File: src/nga_pkg.sv
// Package for the n-body gravity accumulate and integrate core.
// Holds fixed-point constants, operation and register codes, shared structs
// and saturating arithmetic helpers. No dependencies.
`timescale 1ns / 1ps
`default_nettype none
package nga_pkg;

    localparam int FRAC_BITS = 32;
    localparam int ACC_SHIFT = 128 - FRAC_BITS;
    localparam logic [127:0] EPS_Q =
        ((128'd1 << (2 * FRAC_BITS)) + 128'd5000) / 128'd10000;
    localparam logic [30:0] G_Q64 = 31'd1230951232;
    localparam logic [63:0] S64_MAX = 64'h7FFF_FFFF_FFFF_FFFF;
    localparam logic [63:0] S64_MIN = 64'h8000_0000_0000_0000;

    typedef enum logic [1:0] {
        OP_LOAD  = 2'd0,
        OP_CLEAR = 2'd1,
        OP_FORCE = 2'd2,
        OP_STEP  = 2'd3
    } op_t;

    typedef enum logic [2:0] {
        CFG_POS_X = 3'd0,
        CFG_POS_Y = 3'd1,
        CFG_VEL_X = 3'd2,
        CFG_VEL_Y = 3'd3,
        CFG_DT    = 3'd4
    } cfg_idx_t;

    typedef enum logic [3:0] {
        ST_IDLE,
        ST_DIFF,
        ST_SQ0,
        ST_SQ1,
        ST_ROOT,
        ST_AXIS,
        ST_DIV1,
        ST_DIV2,
        ST_DIV3,
        ST_MULM,
        ST_MULG,
        ST_ACC,
        ST_VEL,
        ST_POS,
        ST_DONE
    } back_state_t;

    typedef struct packed {
        op_t                op;
        logic signed [63:0] ox;
        logic signed [63:0] oy;
        logic [47:0]        mass;
    } cmd_t;

    typedef struct packed {
        logic [63:0] pos_x;
        logic [63:0] pos_y;
        logic [63:0] vel_x;
        logic [63:0] vel_y;
        logic [62:0] dt;
    } cfg_t;

    typedef struct packed {
        logic         start;
        logic [255:0] a;
        logic [63:0]  b;
    } mul_req_t;

    typedef struct packed {
        logic         done;
        logic [255:0] prod;
    } mul_rsp_t;

    typedef struct packed {
        logic         start;
        logic [127:0] dvd;
        logic [63:0]  dsr;
    } div_req_t;

    typedef struct packed {
        logic         done;
        logic [127:0] quo;
    } div_rsp_t;

    typedef struct packed {
        logic         start;
        logic [127:0] rad;
    } sqrt_req_t;

    typedef struct packed {
        logic        done;
        logic [63:0] root;
    } sqrt_rsp_t;

    typedef struct packed {
        logic busy;
        logic done;
    } back_stat_t;

    function automatic logic [63:0] clamp66(input logic [65:0] sum);
        logic [63:0] res;
        if (sum[65:63] == 3'b000 || sum[65:63] == 3'b111)
            res = sum[63:0];
        else if (sum[65])
            res = S64_MIN;
        else
            res = S64_MAX;
        return res;
    endfunction

    function automatic logic [63:0] sat_add_mag(input logic [63:0] v, input logic neg,
                                                input logic [63:0] mag);
        logic [65:0] ve;
        logic [65:0] me;
        ve = {{2{v[63]}}, v};
        me = {2'b00, mag};
        return clamp66(neg ? (ve - me) : (ve + me));
    endfunction

    function automatic logic [63:0] sat_sub(input logic [63:0] a, input logic [63:0] b);
        logic [65:0] ae;
        logic [65:0] be;
        ae = {{2{a[63]}}, a};
        be = {{2{b[63]}}, b};
        return clamp66(ae - be);
    endfunction

    function automatic logic [63:0] mag64(input logic [63:0] v);
        return v[63] ? (~v + 64'd1) : v;
    endfunction

endpackage
`default_nettype wire

File: src/nga_mul.sv
// Shared multiplier: 256 x 64 bit product, one 32 x 32 partial product a cycle.
// Depends on nga_pkg.
`timescale 1ns / 1ps
`default_nettype none
module nga_mul (
    input  wire logic              clk,
    input  wire logic              rst_n,
    input  wire nga_pkg::mul_req_t req,
    output nga_pkg::mul_rsp_t      rsp
);
    import nga_pkg::*;

    logic         busy_reg, busy_next;
    logic         done_reg, done_next;
    logic [2:0]   i_reg, i_next;
    logic         j_reg, j_next;
    logic [255:0] a_reg, a_next;
    logic [63:0]  b_reg, b_next;
    logic [255:0] acc_reg, acc_next;
    logic [63:0]  pp;
    logic [3:0]   lsh;

    always_comb
    begin
        pp        = 64'(a_reg[{i_reg, 5'b0} +: 32]) * 64'(b_reg[{j_reg, 5'b0} +: 32]);
        lsh       = {1'b0, i_reg} + {3'b000, j_reg};
        busy_next = busy_reg;
        done_next = 1'b0;
        i_next    = i_reg;
        j_next    = j_reg;
        a_next    = a_reg;
        b_next    = b_reg;
        acc_next  = acc_reg;
        if (req.start)
        begin
            busy_next = 1'b1;
            i_next    = 3'd0;
            j_next    = 1'b0;
            a_next    = req.a;
            b_next    = req.b;
            acc_next  = '0;
        end
        else if (busy_reg)
        begin
            acc_next = acc_reg + (256'(pp) << {lsh, 5'b0});
            j_next   = ~j_reg;
            if (j_reg)
                i_next = i_reg + 3'd1;
            if (j_reg && i_reg == 3'd7)
            begin
                busy_next = 1'b0;
                done_next = 1'b1;
            end
        end
    end

    always_ff @(posedge clk or negedge rst_n)
    begin
        if (!rst_n)
        begin
            busy_reg <= 1'b0;
            done_reg <= 1'b0;
        end
        else
        begin
            busy_reg <= busy_next;
            done_reg <= done_next;
        end
    end

    always_ff @(posedge clk)
    begin
        i_reg   <= i_next;
        j_reg   <= j_next;
        a_reg   <= a_next;
        b_reg   <= b_next;
        acc_reg <= acc_next;
    end

    assign rsp.done = done_reg;
    assign rsp.prod = acc_reg;
endmodule
`default_nettype wire

File: config.mk
export PLATFORM = sky130hd
export DESIGN_NAME = nga_mul
export DESIGN_NICKNAME = d
export VERILOG_FILES = /design/src/nga_pkg.sv /design/src/nga_mul.sv
export SDC_FILE = /design/constraint.sdc
export NUM_CORES = 2
export LEC_CHECK = 0
export BUFFER_PORTS_ARGS = -buffer_cell sky130_fd_sc_hd__buf_2
export CAP_MARGIN = 20
export CORE_MARGIN = 8
export CORE_UTILIZATION = 30
export DETAILED_ROUTE_END_ITERATION = 10
export HOLD_SLACK_MARGIN = 0.06
export PLACE_DENSITY = 0.49
export SLEW_MARGIN = 20
export SYNTH_ARGS = -nofsm -noshare
export SYNTH_HDL_FRONTEND = slang
export SYNTH_SLANG_ARGS = --single-unit
File: constraint.sdc
create_clock -name clk -period 24.6 [get_ports clk]
set_clock_uncertainty 0.05 [all_clocks]
set_input_delay 1.23 -clock clk [delete_from_list [all_inputs] [get_ports clk]]
set_output_delay 1.23 -clock clk [all_outputs]
set_load 0.005 [all_outputs]
# Word-level counts from Yosys, hierarchy flattened
# Cells that the tools add are included.
op_classes:
  n_lt_le_gt_ge: 0
  shift: 3
  eq_ne: 1
  div_mod_pow: 0
  bitwise: 1
  reduce_logical: 2
  add_sub_neg: 3
  mux: 6
  multipliers: 1
ops:
  columns: ["op", "n"]
  rows:
  - ["adder 256 bit", 1]
  - ["variable part select 256 x 9 -> 32 bit", 1]
  - ["<< shifter 64 x 9 -> 256 bit", 1]
  - ["multiplier 32 x 32 -> 64 bit", 1]
  - ["variable part select 64 x 7 -> 32 bit", 1]
  - ["2-to-1 mux 1 bit", 6]
  - ["adder 3 x 1 -> 4 bit", 1]
  - ["adder 3 x 1 -> 3 bit (second input constant)", 1]
  - ["== test 3 bit (second input constant)", 1]
  - ["AND reduction 2 bit", 1]
  - ["logical AND 1 bit", 1]
  - ["inverter 1 bit", 1]
word_totals:
  word_cells: 24
  ff_bits: 582
  in_bits: 323
  latch_bits: 0
  ram_bits: 0
  memories: 0
  mem_bits_ro: 0

# Logic depth before layout (Yosys ltp)
logic_depth:
  word_depth: 5
  ltp_mapped: 56
  depth_no_buf: 51

# Worst setup path after synthesis
# No wires, ideal clock.
synth_path:
  kind: "reg-to-reg"
  startpoint: "register i_reg[0]"
  endpoint: "register acc_reg[255]"
  period_less_slack_ns: 13.280
  setup_slack_ns: 11.320
  stages_incl_launch_ff: 51
  path_buffers: 5
  arrival_time_ns: 13.160
  path_cell_list: "dfxtp_1 clkbuf_1 buf_1 mux4_2 mux2i_1 clkbuf_1 nor2_1 fa_1 fa_1 fa_1 inv_1 fa_1 inv_1 fa_1 fa_1 fa_1 fa_1 ha_1 [... 15 more ...] nor2_1 ha_1 clkbuf_1 a21oi_1 o21bai_1 a21o_1 or4b_1 a2111o_1 o211ai_1 and4_1 o21ai_1 a21oi_2 o21ai_1 a221o_1 a21oi_1 xor2_1 or3_1 a21oi_1"
synth_via:
  elab_chain_len: 4
synth_lines:
  columns: ["element", "line", "text"]
  rows:
  - ["start: declaration", "nga_mul.sv:15", "logic [2:0] i_reg, i_next;"]
  - ["start signal: assignment", "nga_mul.sv:73", "i_reg <= i_next;"]
  - ["variable part select 256 x 9 -> 32 bit", "nga_mul.sv:25", "pp = 64'(a_reg[{i_reg, 5'b0} +: 32]) * 64'(b_reg[{j_reg, 5'b0} +: 32]);"]
  - ["multiplier 32 x 32 -> 64 bit", "nga_mul.sv:25", null]
  - ["<< shifter 64 x 9 -> 256 bit *", "nga_mul.sv:45", "acc_next = acc_reg + (256'(pp) << {lsh, 5'b0});"]
  - ["adder 256 bit *", "nga_mul.sv:45", null]
  - ["end signal: assignment", "nga_mul.sv:77", "acc_reg <= acc_next;"]
  - ["end: declaration", "nga_mul.sv:19", "logic [255:0] acc_reg, acc_next;"]
# Mark *: on every way between the ends. The rest lies on a longest branch, timed or not.
# A chain may end at the register's enable or synchronous reset.

# Worst setup path after layout
layout_path:
  startpoint: "register i_reg[0]"
  endpoint: "register acc_reg[192]"
# Same word-level chain as after synthesis.

==> flow_metrics.tcl <==
set metrics [dict create \
    status "finished clean" \
    ys.flop_type "edfxtp_1" \
    core-area_um2 240000 \
    io_pins 580 \
    syn_avg_cell_area_um2 8.78 \
    layout_common_cells "nor2_1, inv_1, nand2_1" \
    min-delay-path-class "in -> async" \
    clock_latency_ps 760 \
    crit_arrival_ps 17440 \
    finalSetupViolations 0 \
    worst_ep_required_time_ps 25150 \
    reg2reg_slack_ps 7710 \
    gp_congestion 0.978 \
    ys_seq_area_share_pct 20.6 \
    slew_headroom_pct 19.4 \
    drc_errors 0 \
    ys_seq_elements 582 \
    grt_pass1_wl_um 468000 \
    postSynthCellCount 8222 \
    cp-end-kind "register" \
    layout_commonest_cell "nor2_1" \
    final-max-slew-violation-count 0 \
    crit_type "reg -> reg" \
    drive_gt1_share_pct 12.6 \
    path_clk_slew_ps 60 \
    cp_slowest_cell "mux2i_2" \
    rr_startpoint "i_reg[0]$_SDFFE_PP0P_" \
    cts_max_level 3 \
    fin_crit_sh_pct 68.7 \
    cts.sinks 582 \
    cts_buffers 79 \
    wirelength_um 329000 \
    synth_edf_count 320 \
    cp-startpoint "i_reg[0]$_SDFFE_PP0P_" \
    hold_viol 0 \
    portBuffers 579 \
    die_width_um 507 \
    final_nets 10316 \
    synth_fp_nets 9964 \
    drt_iter0_markers 6026 \
    synth_area_um2 72200 \
    rsz0062_at_grt "no" \
    synthArstFlopShare_pct 0.344 \
    ant_nets 0 \
    grt_max_degree 147 \
    routed_via_density 5.41 \
    cts_max_path_buffers 3 \
    path_delay_family "compound AO/OA/AOI/OAI gates" \
    synth_warnings 0 \
    crit_path_start_kind "register" \
    antenna_found_initial 20 \
    cp-endpoint "acc_reg[192]$_SDFFE_PP0P_" \
    firstDrtPassIters 6 \
    cts_tree "done" \
    cts.repair.resized 0 \
    cp.depth 47 \
    nFillCells 25149 \
    ff_latch_area_um2 14900 \
    crit_top_cell "fa_1" \
    slowest_delay_ps 840 \
    die-area_um2 257000 \
    drv_cap 0 \
    fp.dieH_um 507 \
    crit_fanout 30 \
    track_usage_pct 24.8 \
    worstReg2RegEnd "acc_reg[192]$_SDFFE_PP0P_" \
    fmax_mhz 59.2 \
    post_cts_buffers 0 \
    crit_buf_inv 5 \
    vias 63941 \
    ff2ff_path_depth 47 \
    synth_cell_type_count 96 \
    area_growth_syn_to_layout_pct 13.1 \
    hold_buffers 0 \
    worst_pin_slew_ps 1200 \
    multiInputGateArea_um2 52700 \
    fin_tns_setup_ps 0 \
    num_rows 180 \
    gr-total-overflow 0 \
    grt_pass1_vias 65624 \
    root_buffer "clkbuf_16" \
    wl_per_cell_um 27.8 \
    fin_crit_ps 16890 \
    dp_hpwl_um 264000 \
    initial_core_util_pct 30.1 \
]
## per-stage QoR
| step | hold WS, ps | worst slack (ps) | instance area, µm² | utilization (%) | instances |
|---|---|---|---|---|---|
| after detailed placement | 427 | 7880 | 78900 | 32.9 | 11677 |
| after floorplan | 409 | 11320 | 72200 | - | 8222 |
| after global routing | 183 | 6930 | 81600 | 34.0 | 11822 |
| after CTS | 151 | 7810 | 81600 | 34.0 | 11819 |
| after global placement | 424 | 7190 | 78900 | 32.9 | 11677 |
| final | 214 | 7710 | 81600 | 34.0 | 11828 |
## how the worst min path moves through the flow
stage | from | to | slack [ps]
after CTS | rst_n | busy_reg$_DFF_PN0_ | 150
after global routing | rst_n | busy_reg$_DFF_PN0_ | 180
after global placement | acc_reg[180]$_SDFFE_PP0P_ | acc_reg[180]$_SDFFE_PP0P_ | 420
after floorplan | acc_reg[234]$_SDFFE_PP0P_ | acc_reg[234]$_SDFFE_PP0P_ | 410
after detailed placement | acc_reg[241]$_SDFFE_PP0P_ | acc_reg[241]$_SDFFE_PP0P_ | 430
final | rst_n | busy_reg$_DFF_PN0_ | 210
## synthesized netlist by cell type (19+ instances only)
library cell,count,area share [%]
nor2_1,1258,6.5
inv_1,928,4.8
nand2_1,912,4.7
fa_1,897,25
a21oi_1,529,3.7
ha_1,522,9.0
clkbuf_1,379,2.0
o21ai_0,371,2.6
edfxtp_1,320,13
dfxtp_1,260,7.2
mux2i_1,224,3.1
xnor2_1,193,2.3
a21o_1,162,1.7
nand4_1,159,1.4
xor2_1,121,1.5
o21bai_1,94,0.98
nand3_1,68,0.47
mux4_2,64,2.0
nor3_1,64,0.44
a22oi_1,58,0.60
mux2_2,56,0.87
and2_1,41,0.36
a31oi_1,40,0.35
buf_1,39,0.20
o21a_1,35,0.36
nand2b_1,29,0.25
nor2b_1,29,0.25
o31ai_1,29,0.30
o22ai_1,23,0.20
and4_1,19,0.23
nor4_1,19,0.16
or3_1,19,0.16
## routing by layer
layer | GRT usage (%) | share of wire, % | vias to the layer above
li1 | - | - | 28129
met1 | 33.6 | 43 | 32446
met2 | 38.7 | 44 | 2793
met3 | 4.66 | 7.9 | 569
met4 | 11.0 | 5.3 | 4
met5 | 0 | 0.0082 | -
## cell type report
cell class	instances	share of cell area, %
clock buffers	96	2.54
repair buffers	707	4.79
multi-input cells	6276	64.5
clock inverters	46	0.737
inverters	928	4.27
well taps	3185	4.88
diodes	8	0.0245
flip-flops and latches	582	18.2
## kinds of logic after synthesis
| kind of cell | count (synthesis) | synth area share (%) |
|---|---|---|
| AND/OR/NAND/NOR | 2676 | 15.6 |
| AO/OA/AOI/OAI | 1516 | 12.8 |
| adder cells (fa/ha/maj) | 1419 | 33.9 |
| buffers and inverters | 1364 | 7.13 |
| flip-flops | 582 | 20.6 |
| multiplexers | 351 | 6.08 |
| XOR/XNOR | 314 | 3.81 |
Power is left out: the tool's default activity adds up to more than one toggle a clock period on the data nets, which glitch-free logic cannot reach.
