$ cat config.mk
export PLATFORM = sky130hd
export DESIGN_NAME = nga_sqrt
export DESIGN_NICKNAME = d
export VERILOG_FILES = /design/src/nga_pkg.sv /design/src/nga_sqrt.sv
export SDC_FILE = /design/constraint.sdc
export NUM_CORES = 1
export LEC_CHECK = 0
export BUFFER_PORTS_ARGS = -buffer_cell sky130_fd_sc_hd__buf_2
export CAP_MARGIN = 10
export CORE_MARGIN = 2
export CORE_UTILIZATION = 60
export DETAILED_ROUTE_END_ITERATION = 12
export GPL_ROUTABILITY_DRIVEN = 0
export HOLD_SLACK_MARGIN = 0.03
export PLACE_DENSITY_LB_ADDON = 0.08
export SYNTH_ARGS = -nofsm -noshare
export SYNTH_HDL_FRONTEND = slang
export SYNTH_SLANG_ARGS = --single-unit
$ cat constraint.sdc
create_clock -name clk -period 12.3 [get_ports clk]
set_input_delay 3.075 -clock clk [delete_from_list [all_inputs] [get_ports clk]]
set_output_delay 3.075 -clock clk [all_outputs]
set_load 0.1 [all_outputs]
$ cat src/nga_pkg.sv
// Package for the n-body gravity accumulate and integrate core.
// Holds fixed-point constants, operation and register codes, shared structs
// and saturating arithmetic helpers. No dependencies.
`timescale 1ns / 1ps
`default_nettype none
package nga_pkg;

    localparam int FRAC_BITS = 32;
    localparam int ACC_SHIFT = 128 - FRAC_BITS;
    localparam logic [127:0] EPS_Q =
        ((128'd1 << (2 * FRAC_BITS)) + 128'd5000) / 128'd10000;
    localparam logic [30:0] G_Q64 = 31'd1230951232;
    localparam logic [63:0] S64_MAX = 64'h7FFF_FFFF_FFFF_FFFF;
    localparam logic [63:0] S64_MIN = 64'h8000_0000_0000_0000;

    typedef enum logic [1:0] {
        OP_LOAD  = 2'd0,
        OP_CLEAR = 2'd1,
        OP_FORCE = 2'd2,
        OP_STEP  = 2'd3
    } op_t;

    typedef enum logic [2:0] {
        CFG_POS_X = 3'd0,
        CFG_POS_Y = 3'd1,
        CFG_VEL_X = 3'd2,
        CFG_VEL_Y = 3'd3,
        CFG_DT    = 3'd4
    } cfg_idx_t;

    typedef enum logic [3:0] {
        ST_IDLE,
        ST_DIFF,
        ST_SQ0,
        ST_SQ1,
        ST_ROOT,
        ST_AXIS,
        ST_DIV1,
        ST_DIV2,
        ST_DIV3,
        ST_MULM,
        ST_MULG,
        ST_ACC,
        ST_VEL,
        ST_POS,
        ST_DONE
    } back_state_t;

    typedef struct packed {
        op_t                op;
        logic signed [63:0] ox;
        logic signed [63:0] oy;
        logic [47:0]        mass;
    } cmd_t;

    typedef struct packed {
        logic [63:0] pos_x;
        logic [63:0] pos_y;
        logic [63:0] vel_x;
        logic [63:0] vel_y;
        logic [62:0] dt;
    } cfg_t;

    typedef struct packed {
        logic         start;
        logic [255:0] a;
        logic [63:0]  b;
    } mul_req_t;

    typedef struct packed {
        logic         done;
        logic [255:0] prod;
    } mul_rsp_t;

    typedef struct packed {
        logic         start;
        logic [127:0] dvd;
        logic [63:0]  dsr;
    } div_req_t;

    typedef struct packed {
        logic         done;
        logic [127:0] quo;
    } div_rsp_t;

    typedef struct packed {
        logic         start;
        logic [127:0] rad;
    } sqrt_req_t;

    typedef struct packed {
        logic        done;
        logic [63:0] root;
    } sqrt_rsp_t;

    typedef struct packed {
        logic busy;
        logic done;
    } back_stat_t;

    function automatic logic [63:0] clamp66(input logic [65:0] sum);
        logic [63:0] res;
        if (sum[65:63] == 3'b000 || sum[65:63] == 3'b111)
            res = sum[63:0];
        else if (sum[65])
            res = S64_MIN;
        else
            res = S64_MAX;
        return res;
    endfunction

    function automatic logic [63:0] sat_add_mag(input logic [63:0] v, input logic neg,
                                                input logic [63:0] mag);
        logic [65:0] ve;
        logic [65:0] me;
        ve = {{2{v[63]}}, v};
        me = {2'b00, mag};
        return clamp66(neg ? (ve - me) : (ve + me));
    endfunction

    function automatic logic [63:0] sat_sub(input logic [63:0] a, input logic [63:0] b);
        logic [65:0] ae;
        logic [65:0] be;
        ae = {{2{a[63]}}, a};
        be = {{2{b[63]}}, b};
        return clamp66(ae - be);
    endfunction

    function automatic logic [63:0] mag64(input logic [63:0] v);
        return v[63] ? (~v + 64'd1) : v;
    endfunction

endpackage
`default_nettype wire

$ cat src/nga_sqrt.sv
// Integer square root of a 128-bit radicand, one root bit a cycle.
// Depends on nga_pkg.
`timescale 1ns / 1ps
`default_nettype none
module nga_sqrt (
    input  wire logic               clk,
    input  wire logic               rst_n,
    input  wire nga_pkg::sqrt_req_t req,
    output nga_pkg::sqrt_rsp_t      rsp
);
    import nga_pkg::*;

    logic         busy_reg, busy_next;
    logic         done_reg, done_next;
    logic [5:0]   cnt_reg, cnt_next;
    logic [127:0] rad_reg, rad_next;
    logic [63:0]  root_reg, root_next;
    logic [65:0]  rem_reg, rem_next;
    logic [67:0]  remsh;
    logic [67:0]  trial;
    logic         ge;

    always_comb
    begin
        remsh     = {rem_reg, rad_reg[127:126]};
        trial     = {2'b00, root_reg, 2'b01};
        ge        = remsh >= trial;
        busy_next = busy_reg;
        done_next = 1'b0;
        cnt_next  = cnt_reg;
        rad_next  = rad_reg;
        root_next = root_reg;
        rem_next  = rem_reg;
        if (req.start)
        begin
            busy_next = 1'b1;
            cnt_next  = '0;
            rad_next  = req.rad;
            root_next = '0;
            rem_next  = '0;
        end
        else if (busy_reg)
        begin
            rem_next  = ge ? 66'(remsh - trial) : remsh[65:0];
            root_next = {root_reg[62:0], ge};
            rad_next  = {rad_reg[125:0], 2'b00};
            cnt_next  = cnt_reg + 6'd1;
            if (cnt_reg == 6'd63)
            begin
                busy_next = 1'b0;
                done_next = 1'b1;
            end
        end
    end

    always_ff @(posedge clk or negedge rst_n)
    begin
        if (!rst_n)
        begin
            busy_reg <= 1'b0;
            done_reg <= 1'b0;
        end
        else
        begin
            busy_reg <= busy_next;
            done_reg <= done_next;
        end
    end

    always_ff @(posedge clk)
    begin
        cnt_reg  <= cnt_next;
        rad_reg  <= rad_next;
        root_reg <= root_next;
        rem_reg  <= rem_next;
    end

    assign rsp.done = done_reg;
    assign rsp.root = root_reg;
endmodule
`default_nettype wire

Word level (Yosys, flattened, before mapping) --
Cells that the tools add are included.
Storage, ports and cells: register bits 266, latch bits 0, RAM bits 0, ROM bits 0, bits of input ports 131, output and inout bits 65, word-level logic and storage cells 20, memories 0
Operators by class: add/sub/neg operators 2, multipliers 0, divide/modulo/power cells 0, $lt $le $gt $ge 1, equality and inequality tests 1, shift operators 0, mux-type cells 9, bitwise logic cells 0, reduce and logical (&&, ||, !) cells 1
Operators by type and width (count):
- two-way mux 128 bit | 2
- >= comparator 68 x 66 -> 1 bit | 1
- two-way mux 66 bit | 1
- subtractor 66 bit | 1
- adder 6 x 1 -> 6 bit, second input constant | 1
- == test 6 bit, second input constant | 1
- two-way mux 1 bit | 6
- nonzero test 2 bit | 1

Depth between registers and ports, before layout --
Gate-level depths: netlist of run 1.
depth after elaboration 4, depth in mapped cells 15, depth with buffers taken out 12

Least setup slack after synthesis of run 1 --
Ideal clock, no wire load.
kind in2reg, start input port req[128] in the netlist's numbering, end register rad_reg[0] (enable), setup time 481 ps, arrival time 6142 ps, data required time 11819 ps, slack 5677 ps, cell stages on the path 4, buffers on the path 2, cells stage by stage clkbuf_1 > clkbuf_1 > nor2_1 > inv_1
On the way: word-level cells in the longest chain between the ends 1
RTL lines:
- start: declaration | line nga_sqrt.sv:8 | input wire nga_pkg::sqrt_req_t req,
- nonzero test 2 bit (no source line)
- end signal: assignment | line nga_sqrt.sv:73 | rad_reg <= rad_next;
- end: declaration | line nga_sqrt.sv:16 | logic [127:0] rad_reg, rad_next;
Every way passes these cells. A chain may end at the register's enable or synchronous reset.

Final worst setup path of run 1 --
start input port req[128] in the netlist's numbering, end register rad_reg[95] (enable)
Same word-level chain as after synthesis.

==> results of run 1 <==
[power groups by stage]
stage	clock network, W	registers, W	logic (W)
after CTS	0.000943	0.00115	0.00212
after floorplan	0	0.00116	0.00174
after global placement	0	0.00116	0.00207
after detailed placement	0	0.00117	0.00210
after global routing	0.000977	0.00117	0.00238
final	0.000928	0.00115	0.00214
[cell type report]
type,count,share of cell area
diodes,1,0.000145
clock buffers,48,0.0528
clock inverters,8,0.00724
inverters,91,0.0199
multi-input cells,1083,0.454
flip-flops and latches,266,0.383
well taps,330,0.0239
repair buffers,201,0.0596
[through the flow]
step                      utilization  cell area (sq um)  setup slack [ns]  total power (W)
after floorplan                     -              15300              5.68          0.00290
after CTS                       0.688              17300              7.07          0.00421
after detailed placement        0.647              16200              6.46          0.00327
final                           0.689              17300              7.07          0.00422
after global placement          0.647              16200              6.50          0.00324
after global routing            0.689              17300              6.84          0.00452
[worst min path at each step]
stage                           start           to
after floorplan            cnt_reg[5]     done_reg
after global placement     cnt_reg[5]   cnt_reg[5]
after detailed placement   cnt_reg[5]     done_reg
after CTS                 rem_reg[64]  rem_reg[64]
after global routing       cnt_reg[5]     done_reg
final                      cnt_reg[5]     done_reg
[Yosys cell counts, types with 27 or more instances]
master | number | area (sq um)
nor2_1 | 185 | 694
a21oi_1 | 106 | 531
mux2i_1 | 79 | 791
dfxtp_1 | 136 | 2720
a211oi_1 | 42 | 315
a21o_1 | 34 | 255
ha_1 | 67 | 838
buf_2 | 27 | 135
edfxtp_1 | 128 | 3840
mux2_2 | 130 | 1460
xnor2_1 | 40 | 350
inv_1 | 91 | 342
nand2_1 | 81 | 304
nand4_1 | 30 | 188
o21ai_0 | 49 | 245
clkbuf_1 | 56 | 210
[cells by family after synthesis]
kind of cell	Yosys count	share of synthesized area
buffers and inverters	193	0.0530
muxes	209	0.148
xor gates and xnor gates	59	0.0338
AOI/OAI and AO/OA	365	0.163
and+or+nand+nor	383	0.114
DFF	266	0.433
adders and majority gates	67	0.0549
[metal layers]
metal,wire length (um),part of all wire,vias up
met5,47,0.0014,-
met4,581,0.017,8
met3,2660,0.078,50
met2,15100,0.44,304
met1,15600,0.46,5521
li1,-,-,5866
[tightest hold or removal path, stage by stage, from the launching register on]
cell and delay, ns:
dfxtp_1 0.32, nand4_1 0.09, nor3_1 0.05
==> flow_summary.yaml, run 1 <==
outcome:
  status: "finished, final reports clean"
power_and_ir_drop:
  p_leak_nw: 7.75
  powerDensity_nw_per_um2: 244
  swShare: 0.394
  p_comb_frac: 0.507
  p_switching_w: 0.00166
  seqPwrFrac: 0.273
  vdd_ir_drop_max_mv: 0.181
  p_int_w: 0.00256
  clkPwrFrac: 0.220
synth:
  synth_nets: 1740
  syn_inst: 1542
  async_flop_share: 0.00752
  yosys_warnings: 0
  synth_ff_type: "dfxtp_1"
  synth_area_sq_um: 15300
  syn_avg_cell_area_sq_um: 9.90
  synth.distinct_cells: 78
  synth_edf_count: 128
  ys_ff_latch: 266
  yosysSeqAreaShare: 0.433
critical_path:
  worst-path-max-fanout: 110
  crit_path_start_kind: "input port"
  end_kind: "register"
  cp-endpoint: "rad_reg[95]"
  worstRegToRegCells: 13
  path_cells: "clkbuf_8 -> nor2_1 -> inv_4 -> buf_4"
  crit_required_ns: 12.49
  critPathArrivalTime_ns: 5.42
  path_class: "input port to register"
  slowest_stage: "buf_4"
  timing.rr.start: "root_reg[41]"
  reg2reg_slack_ns: 8.29
  crit_path_start: "req[128]"
  crit_cells: 4
  reg2reg_to: "rem_reg[24]"
  critical_path.max_stage_delay_ns: 0.75
  critical_path_buf_inv_count: 3
  crit_family: "buffers and inverters"
detailed_routing:
  drc: 0
  vias_per_cell: 5.79
  wl_per_cell_um: 16.8
  dr.pass1.iters: 7
  routed_wl_mm: 34.0
  vias: 11749
  drtIter0Drc: 707
  postRouteAntennaNets: 0
clock_network:
  cts.path.max_buffers: 3
  clk-insertion-delay-late_ns: 0.56
  cts_sinks: 266
  htreeDepth: 1
  root_buffer: "clkbuf_16"
  cts_tree: "built"
  post_cts.repair.setup_buffers: 0
  cts_buffers: 30
  ctsHoldBuffers: 0
  ctsResizeCount: 0
  clkTransAtPathRegs_ns: 0.06
die:
  num_io_pins: 196
  die_h_um: 164
  initial_core_util: 0.608
  die_x_um: 164
  design.core.area_sq_um: 25100
  die-area_sq_um: 26700
  num_rows: 58
cells_and_area:
  area_growth_pct: 13.2
  layout_commonest_cell: "buf_2"
  finalNonFillerCells: 2028
  layout_common_cells: "buf_2, nor2_1, dfxtp_1"
  fin_nets: 1871
  drive_gt1_frac: 0.240
  n_fill_cell: 2028
  largest_reg_flops: 128
  multi_input_area_sq_um: 7840
  regArea_sq_um: 6620
grt:
  met1_usage: 0.349
  grt_use_total: 0.251
  grt_first_pass_wirelength_mm: 55.1
  use_met2: 0.393
  grt-busiest-layer: "met2"
  grt_max_degree: 111
  grt_pass1_vias: 11232
  overflow: 0
  grt_antenna_before_repair: 6
  use_met3: 0.0693
sta:
  finalSetupViolCount: 0
  tns_ns: 0
  tightestPinTransition_ns: 1.02
  final.setup_skew_ns: 0.0161
  layout_min_cycle_time_ns: 5.23
  slew_violations: 0
  rsz0062_at_grt: "no"
  maxClockFrequency_ghz: 0.191
  whs_ns: 0.489
  slew_headroom: 0.317
  hold_viol_final: 0
  fin_crit_sh: 0.425
min_path:
  min_path_type: "register to register"
  holdPathStages: 2
place:
  port_buffers: 195
  dp.cells: 1971
  dp_hpwl_mm: 23.6
run:
  max-cap-violations: 0
Note: power is estimated with default switching activity, not from simulation.
==> inputs of run 2 (changes only) <==
--- a/config.mk
+++ b/config.mk
@@ -8,7 +8,7 @@
 export BUFFER_PORTS_ARGS = -buffer_cell sky130_fd_sc_hd__buf_2
 export CAP_MARGIN = 10
 export CORE_MARGIN = 2
-export CORE_UTILIZATION = 60
+export CORE_UTILIZATION = 53
 export DETAILED_ROUTE_END_ITERATION = 12
 export GPL_ROUTABILITY_DRIVEN = 0
 export HOLD_SLACK_MARGIN = 0.03
==> constraint.sdc (replaced) <==
create_clock -name clk -period 4.7 [get_ports clk]
set_input_delay 1.175 -clock clk [delete_from_list [all_inputs] [get_ports clk]]
set_output_delay 1.175 -clock clk [all_outputs]
set_load 0.1 [all_outputs]
==> run 2 against run 1 <==
Net effect:
- critical path depth is 7 higher
- total power grew to 2.6 times the previous value
- clock power is 130% higher
- global-route usage is 2.9 points lower
- count of clock-buffer cells in the layout is 7 lower
- cell count is 2.6% higher
- highest routed layer unchanged
==> flow_summary.yaml, run 2 (synthesis results as in run 1) <==
critical_path:
  path_cells: "inv_1 -> ha_1 -> and3_1 -> nand2_1 -> nor4_1 -> a2111oi_0 -> nand4_1 -> nor2_4 -> nor2_1 -> nand2_1 -> o21ai_0"
  slowest_stage: "nor2_1"
  critPathArrivalTime_ns: 4.09
  reg2reg_to: "rem_reg[51]"
  crit_path_start_kind: "register"
  crit_required_ns: 5.16
  path_class: "register to register"
  worstRegToRegCells: 11
  crit_family: "simple AND/OR/NAND/NOR gates"
  worst_path_most_repeated_cell: "nand2_1"
  reg2reg_slack_ns: 1.07
  critical_path_buf_inv_count: 1
  critical_path.max_stage_delay_ns: 0.66
  timing.rr.start: "root_reg[52]"
  worst-path-max-fanout: 16
  end_kind: "register"
sta:
  tightestPinTransition_ns: 0.980
  tns_ns: 0
  fin_crit_sh: 0.772
  finalSetupViolCount: 0
  hold_viol_final: 0
  slew_violations: 0
  rsz0062_at_grt: "no"
  maxClockFrequency_ghz: 0.276
  slew_headroom: 0.347
  layout_min_cycle_time_ns: 3.63
  final.setup_skew_ns: 0.0114
  whs_ns: 0.405
clock_network:
  clk-insertion-delay-late_ns: 0.55
  cts_buffers: 29
  htreeDepth: 1
  cts_sinks: 266
  cts.path.max_buffers: 3
  post_cts.repair.setup_buffers: 0
  ctsResizeCount: 0
  cts_tree: "built"
  clkTransAtPathRegs_ns: 0.06
  ctsHoldBuffers: 0
  root_buffer: "clkbuf_16"
die:
  initial_core_util: 0.535
  num_rows: 62
  die_x_um: 174
  die-area_sq_um: 30200
  num_io_pins: 196
  die_h_um: 174
  design.core.area_sq_um: 28500
cells_and_area:
  layout_common_cells: "buf_2, nor2_1, dfxtp_1"
  fin_nets: 1873
  drive_gt1_frac: 0.238
  layout_commonest_cell: "buf_2"
  largest_reg_flops: 128
  area_growth_pct: 13.2
  n_fill_cell: 2532
detailed_routing:
  dr.pass1.iters: 5
  wl_per_cell_um: 16.5
  routed_wl_mm: 34.3
  vias: 11650
  drc: 0
  postRouteAntennaNets: 0
  drtIter0Drc: 716
  vias_per_cell: 5.60
place:
  port_buffers: 195
  dp_hpwl_mm: 23.9
run:
  max-cap-violations: 0
grt:
  grt_use_total: 0.222
  grt_pass1_vias: 11190
  grt_first_pass_wirelength_mm: 56.4
  overflow: 0
  grt_antenna_before_repair: 3
  grt_max_degree: 135
power_and_ir_drop:
  p_leak_nw: 7.71
  finalPower_w: 0.0108
  powerDensity_nw_per_um2: 626
  vdd_ir_drop_max_mv: 0.330
min_path:
  min_path_type: "input port to async pin"
outcome:
  status: "finished, final reports clean"
run 2: cell types whose count changed in the layout (fill, tap and decap cells not counted), sizes merged:
cell,change
buf,+4
inv,-2
clkbuf,-8
clkinv,+7
bufinv,-2
run 2: where the power goes:
part | internal (W) | switching (W) | total, W
Clock | 0.00125 | 0.000912 | 0.00216
Sequential | 0.00280 | 0.000211 | 0.00301
Combinational | 0.00242 | 0.00322 | 0.00565
run 2: final cells by class:
class                      count  area, sq um  share of cell area
antenna                        1         2.50            0.000145
sequential                   266         6620               0.383
clock inverter                11         81.3             0.00471
clock buffer                  41          815              0.0471
timing repair buffer         204         1090              0.0631
tap                          384          480              0.0278
multi-input combinational   1083         7840               0.454
inverter                      91          345              0.0200
run 2: metrics by stage:
step | setup slack, ns | instances | util | cell area (sq um)
after floorplan | 0.600 | 1542 | - | 15300
after global placement | 1.19 | 2028 | 0.574 | 16400
after global routing | 0.744 | 2080 | 0.605 | 17300
final | 1.07 | 2081 | 0.605 | 17300
after CTS | 1.06 | 2080 | 0.605 | 17300
after detailed placement | 1.09 | 2028 | 0.574 | 16400
run 2: per-layer routing:
metal  vias up  global-route usage  share of wire  routed length (um)
li1       5854                   -              -                   -
met2       294               0.339           0.42               14600
met1      5442               0.309           0.47               16200
met3        54              0.0684          0.081                2770
met5         -                   0        0.00084                  29
met4         6              0.0522          0.020                 703
run 2: worst max path at each step:
| stage | start | end | slack, ns | cells after the start |
|---|---|---|---|---|
| floorplan | req[128] | rad_reg[0] | 0.60 | 4 |
| global placement | root_reg[12] | rem_reg[53] | 1.19 | 12 |
| detailed placement | root_reg[12] | rem_reg[51] | 1.09 | 12 |
| CTS | root_reg[12] | rem_reg[51] | 1.06 | 12 |
| global route | root_reg[37] | rem_reg[50] | 0.74 | 12 |
| finish | root_reg[52] | rem_reg[51] | 1.07 | 11 |
run 2: worst reg2reg max path, cell delays in order (launching register included):
cell and delay [ns]:
dfxtp_1 0.38, inv_1 0.07, ha_1 0.38, and3_1 0.26
nand2_1 0.11, nor4_1 0.52, a2111oi_0 0.24, nand4_1 0.20
nor2_4 0.13, nor2_1 0.67, nand2_1 0.32, o21ai_0 0.26
==> inputs of run 3 (changes only) <==
--- a/config.mk
+++ b/config.mk
@@ -5,10 +5,11 @@
 export SDC_FILE = /design/constraint.sdc
 export NUM_CORES = 1
 export LEC_CHECK = 0
+export ABC_AREA = 1
 export BUFFER_PORTS_ARGS = -buffer_cell sky130_fd_sc_hd__buf_2
 export CAP_MARGIN = 10
 export CORE_MARGIN = 2
-export CORE_UTILIZATION = 53
+export CORE_UTILIZATION = 54
 export DETAILED_ROUTE_END_ITERATION = 12
 export GPL_ROUTABILITY_DRIVEN = 0
 export HOLD_SLACK_MARGIN = 0.03
==> constraint.sdc (replaced) <==
create_clock -name clk -period 3.1 [get_ports clk]
set_input_delay 0.775 -clock clk [delete_from_list [all_inputs] [get_ports clk]]
set_output_delay 0.775 -clock clk [all_outputs]
set_load 0.1 [all_outputs]
==> run 3 against run 2 <==
Net effect:
- global-route usage increased by 6.5 points
- sequential share of layout area decreased by 3.7 points
- highest routed layer unchanged
- sequential cell count unchanged
- total power increased by 84%
- synthesized cell count increased by 62%
- first-iteration DRC count increased by 91%
- sequential power increased by 49%
- critical path depth increased by 5
- clock power increased by 56%
- wire length increased by 39%
==> flow_summary.yaml, run 3 <==
die:
  die_x_um: 180
  initial_core_util: 0.547
  die_h_um: 180
  die-area_sq_um: 32400
  num_rows: 64
  design.core.area_sq_um: 30600
  num_io_pins: 196
critical_path:
  crit_path_start_kind: "register"
  timing.rr.start: "root_reg[23]"
  worst_path_most_repeated_cell: "nand2_1"
  path_class: "register to register"
  path_cells: "inv_1 -> ha_1 -> nand2_1 -> nand2_1 -> a21oi_1 -> nand2_1 -> nand2_1 -> nand2_1 -> nand2_1 -> nand3_2 -> nand2_4 -> nand2_4 -> nand2_2 -> nor2_1 -> nor2_1 -> nor2_1"
  crit_required_ns: 3.51
  critPathArrivalTime_ns: 3.22
  end_kind: "register"
  worstRegToRegCells: 16
  reg2reg_to: "rem_reg[55]"
  critical_path.max_stage_delay_ns: 0.37
  slowest_stage: "ha_1"
  worst-path-max-fanout: 11
  reg2reg_slack_ns: 0.30
cells_and_area:
  regArea_sq_um: 6620
  drive_gt1_frac: 0.114
  layout_common_cells: "nand2_1, inv_1, buf_2"
  largest_reg_flops: 128
  multi_input_area_sq_um: 8270
  n_fill_cell: 2943
  post-route-util: 0.625
  layout_commonest_cell: "nand2_1"
  area_growth_pct: 14.1
  fin_nets: 2880
synth:
  muxShareOfSynthArea: 0
  synth_edf_count: 128
  synth.top_cells.by_count: "nand2_1, inv_1, nor2_1"
  syn_avg_cell_area_sq_um: 6.69
  syn_inst: 2505
  yosysSeqAreaShare: 0.395
  synthTopCellsByArea: "nand2_1, edfxtp_1, dfxtp_1, inv_1, ha_1"
  synth.most_common_cell: "nand2_1"
  synth_top_area_frac: 0.239
  async_flop_share: 0.00752
  yosys.area_share.xor_xnor: 0.0178
  synth_top_family_by_area: "simple AND/OR/NAND/NOR gates"
  ys_ff_latch: 266
  synth.distinct_cells: 47
  synth-compound-area-share: 0.0728
  yosys.area_share.simple: 0.353
  yosys_warnings: 0
  synth_nets: 2703
  synth_area_sq_um: 16700
  synth_ff_type: "dfxtp_1"
  synthAdderAreaFrac: 0.0501
  yosysTopAreaCell: "nand2_1"
clock_network:
  cts_buffers: 29
  ctsResizeCount: 0
  cts_tree: "built"
  ctsHoldBuffers: 1
  root_buffer: "clkbuf_16"
  post_cts.repair.setup_buffers: 0
  clkTransAtPathRegs_ns: 0.06
  cts.path.max_buffers: 3
  cts_sinks: 266
  clk-insertion-delay-late_ns: 0.57
  htreeDepth: 1
detailed_routing:
  routed_wl_mm: 47.8
  dr.pass1.iters: 7
  drtIter0Drc: 1370
  vias_per_cell: 5.24
  drc: 0
  wl_per_cell_um: 15.4
  vias: 16266
  postRouteAntennaNets: 0
power_and_ir_drop:
  p_int_w: 0.0101
  seqPwrFrac: 0.226
  p_comb_frac: 0.604
  vdd_ir_drop_max_mv: 0.660
  p_leak_nw: 10.3
  p_switching_w: 0.00976
  clkPwrFrac: 0.170
  swShare: 0.491
  powerDensity_nw_per_um2: 1040
run:
  max-cap-violations: 0
grt:
  grt_max_degree: 88
  grt_first_pass_wirelength_mm: 76.6
  grt_pass1_vias: 15491
  grt_use_total: 0.287
  overflow: 0
  grt_antenna_before_repair: 3
sta:
  hold_viol_final: 0
  tightestPinTransition_ns: 0.870
  fin_crit_sh: 0.904
  layout_min_cycle_time_ns: 2.80
  tns_ns: 0
  final.setup_skew_ns: 0.0170
  slew_headroom: 0.420
  maxClockFrequency_ghz: 0.357
  finalSetupViolCount: 0
  slew_violations: 0
  rsz0062_at_grt: "no"
outcome:
  status: "finished, final reports clean"
place:
  dp_hpwl_mm: 36.1
  port_buffers: 195
min_path:
  holdPathEnd: "rem_reg[64]"
  worstHoldStart: "rem_reg[64]"
  min_path_type: "register to register"
  holdPathStages: 2
run 3: cell count changes in the layout (fill, tap and decap cells not counted), moves of 16 or more:
cell / change
a211oi_1: -41
nand2_1: +984
a21oi_1: -42
inv_1: +298
a21o_1: -33
xor2_1: -16
o21ai_1: +29
mux2i_1: -79
o22ai_1: +58
mux2_2: -130
nand3_1: +95
nor2_1: -17
o21ai_0: -19
run 3: logic make-up after synthesis:
kind of cell / Yosys count
and+or+nand+nor: 1449
buffers and inverters: 476
DFF: 266
AOI/OAI and AO/OA: 213
adders and majority gates: 67
xor gates and xnor gates: 34
run 3: power groups by stage:
| stage | combinational [W] | clock, W | sequential (W) |
|---|---|---|---|
| floorplan | 0.00868 | 0 | 0.00459 |
| detailed placement | 0.0116 | 0 | 0.00456 |
| finish | 0.0120 | 0.00337 | 0.00449 |
| CTS | 0.0117 | 0.00343 | 0.00449 |
| global placement | 0.0116 | 0 | 0.00455 |
| global route | 0.0134 | 0.00357 | 0.00455 |
run 3: how the worst max path moves through the flow:
stage                             from          end  slack, ns  depth (start not counted)
after floorplan           root_reg[47]  rem_reg[56]       0.13                         14
after global placement    root_reg[23]  rem_reg[62]       0.42                         16
after detailed placement  root_reg[23]  rem_reg[50]       0.39                         16
after CTS                 root_reg[23]  rem_reg[50]       0.39                         16
after global routing      root_reg[23]  rem_reg[58]       0.07                         16
final                     root_reg[23]  rem_reg[55]       0.30                         16
run 3: area by class of cell:
class                           instances  area share
Timing Repair Buffer                  221      0.0681
Clock inverter                         14     0.00602
Multi-Input combinational cell       1763       0.433
Clock buffer                           40      0.0417
Inverter                              401      0.0793
Antenna cell                            1    0.000131
Sequential cell                       266       0.346
Tap cell                              396      0.0259
run 3: layer usage:
| metal | up-vias | share of wire | wire [um] | track usage |
|---|---|---|---|---|
| li1 | 8193 | - | - | - |
| met1 | 7284 | 0.42 | 20300 | 0.382 |
| met2 | 651 | 0.43 | 20700 | 0.453 |
| met3 | 134 | 0.10 | 4780 | 0.0683 |
| met4 | 4 | 0.041 | 1980 | 0.111 |
| met5 | - | 0.00059 | 28 | 0 |
run 3: stage by stage:
step                      hold slack [ns]  power, W  cell area, sq um  std cells  setup slack [ns]
after global routing                0.463    0.0215             19100       3101            0.0715
after detailed placement            0.446    0.0162             18200       3046             0.392
after CTS                           0.445    0.0196             19100       3101             0.386
after global placement              0.442    0.0161             18200       3046             0.420
final                               0.460    0.0199             19100       3102             0.296
after floorplan                     0.427    0.0133             16800       2505             0.131
run 3: worst max-delay path, delay by kind of cell, from the launching register on:
| kind | cells | cell delay, ns |
|---|---|---|
| adder cells (fa/ha/maj) | 1 | 0.37 |
| flip-flops | 1 | 0.32 |
| AO/OA/AOI/OAI | 1 | 0.30 |
| AND/OR/NAND/NOR | 13 | 1.60 |
| buffers and inverters | 1 | 0.06 |
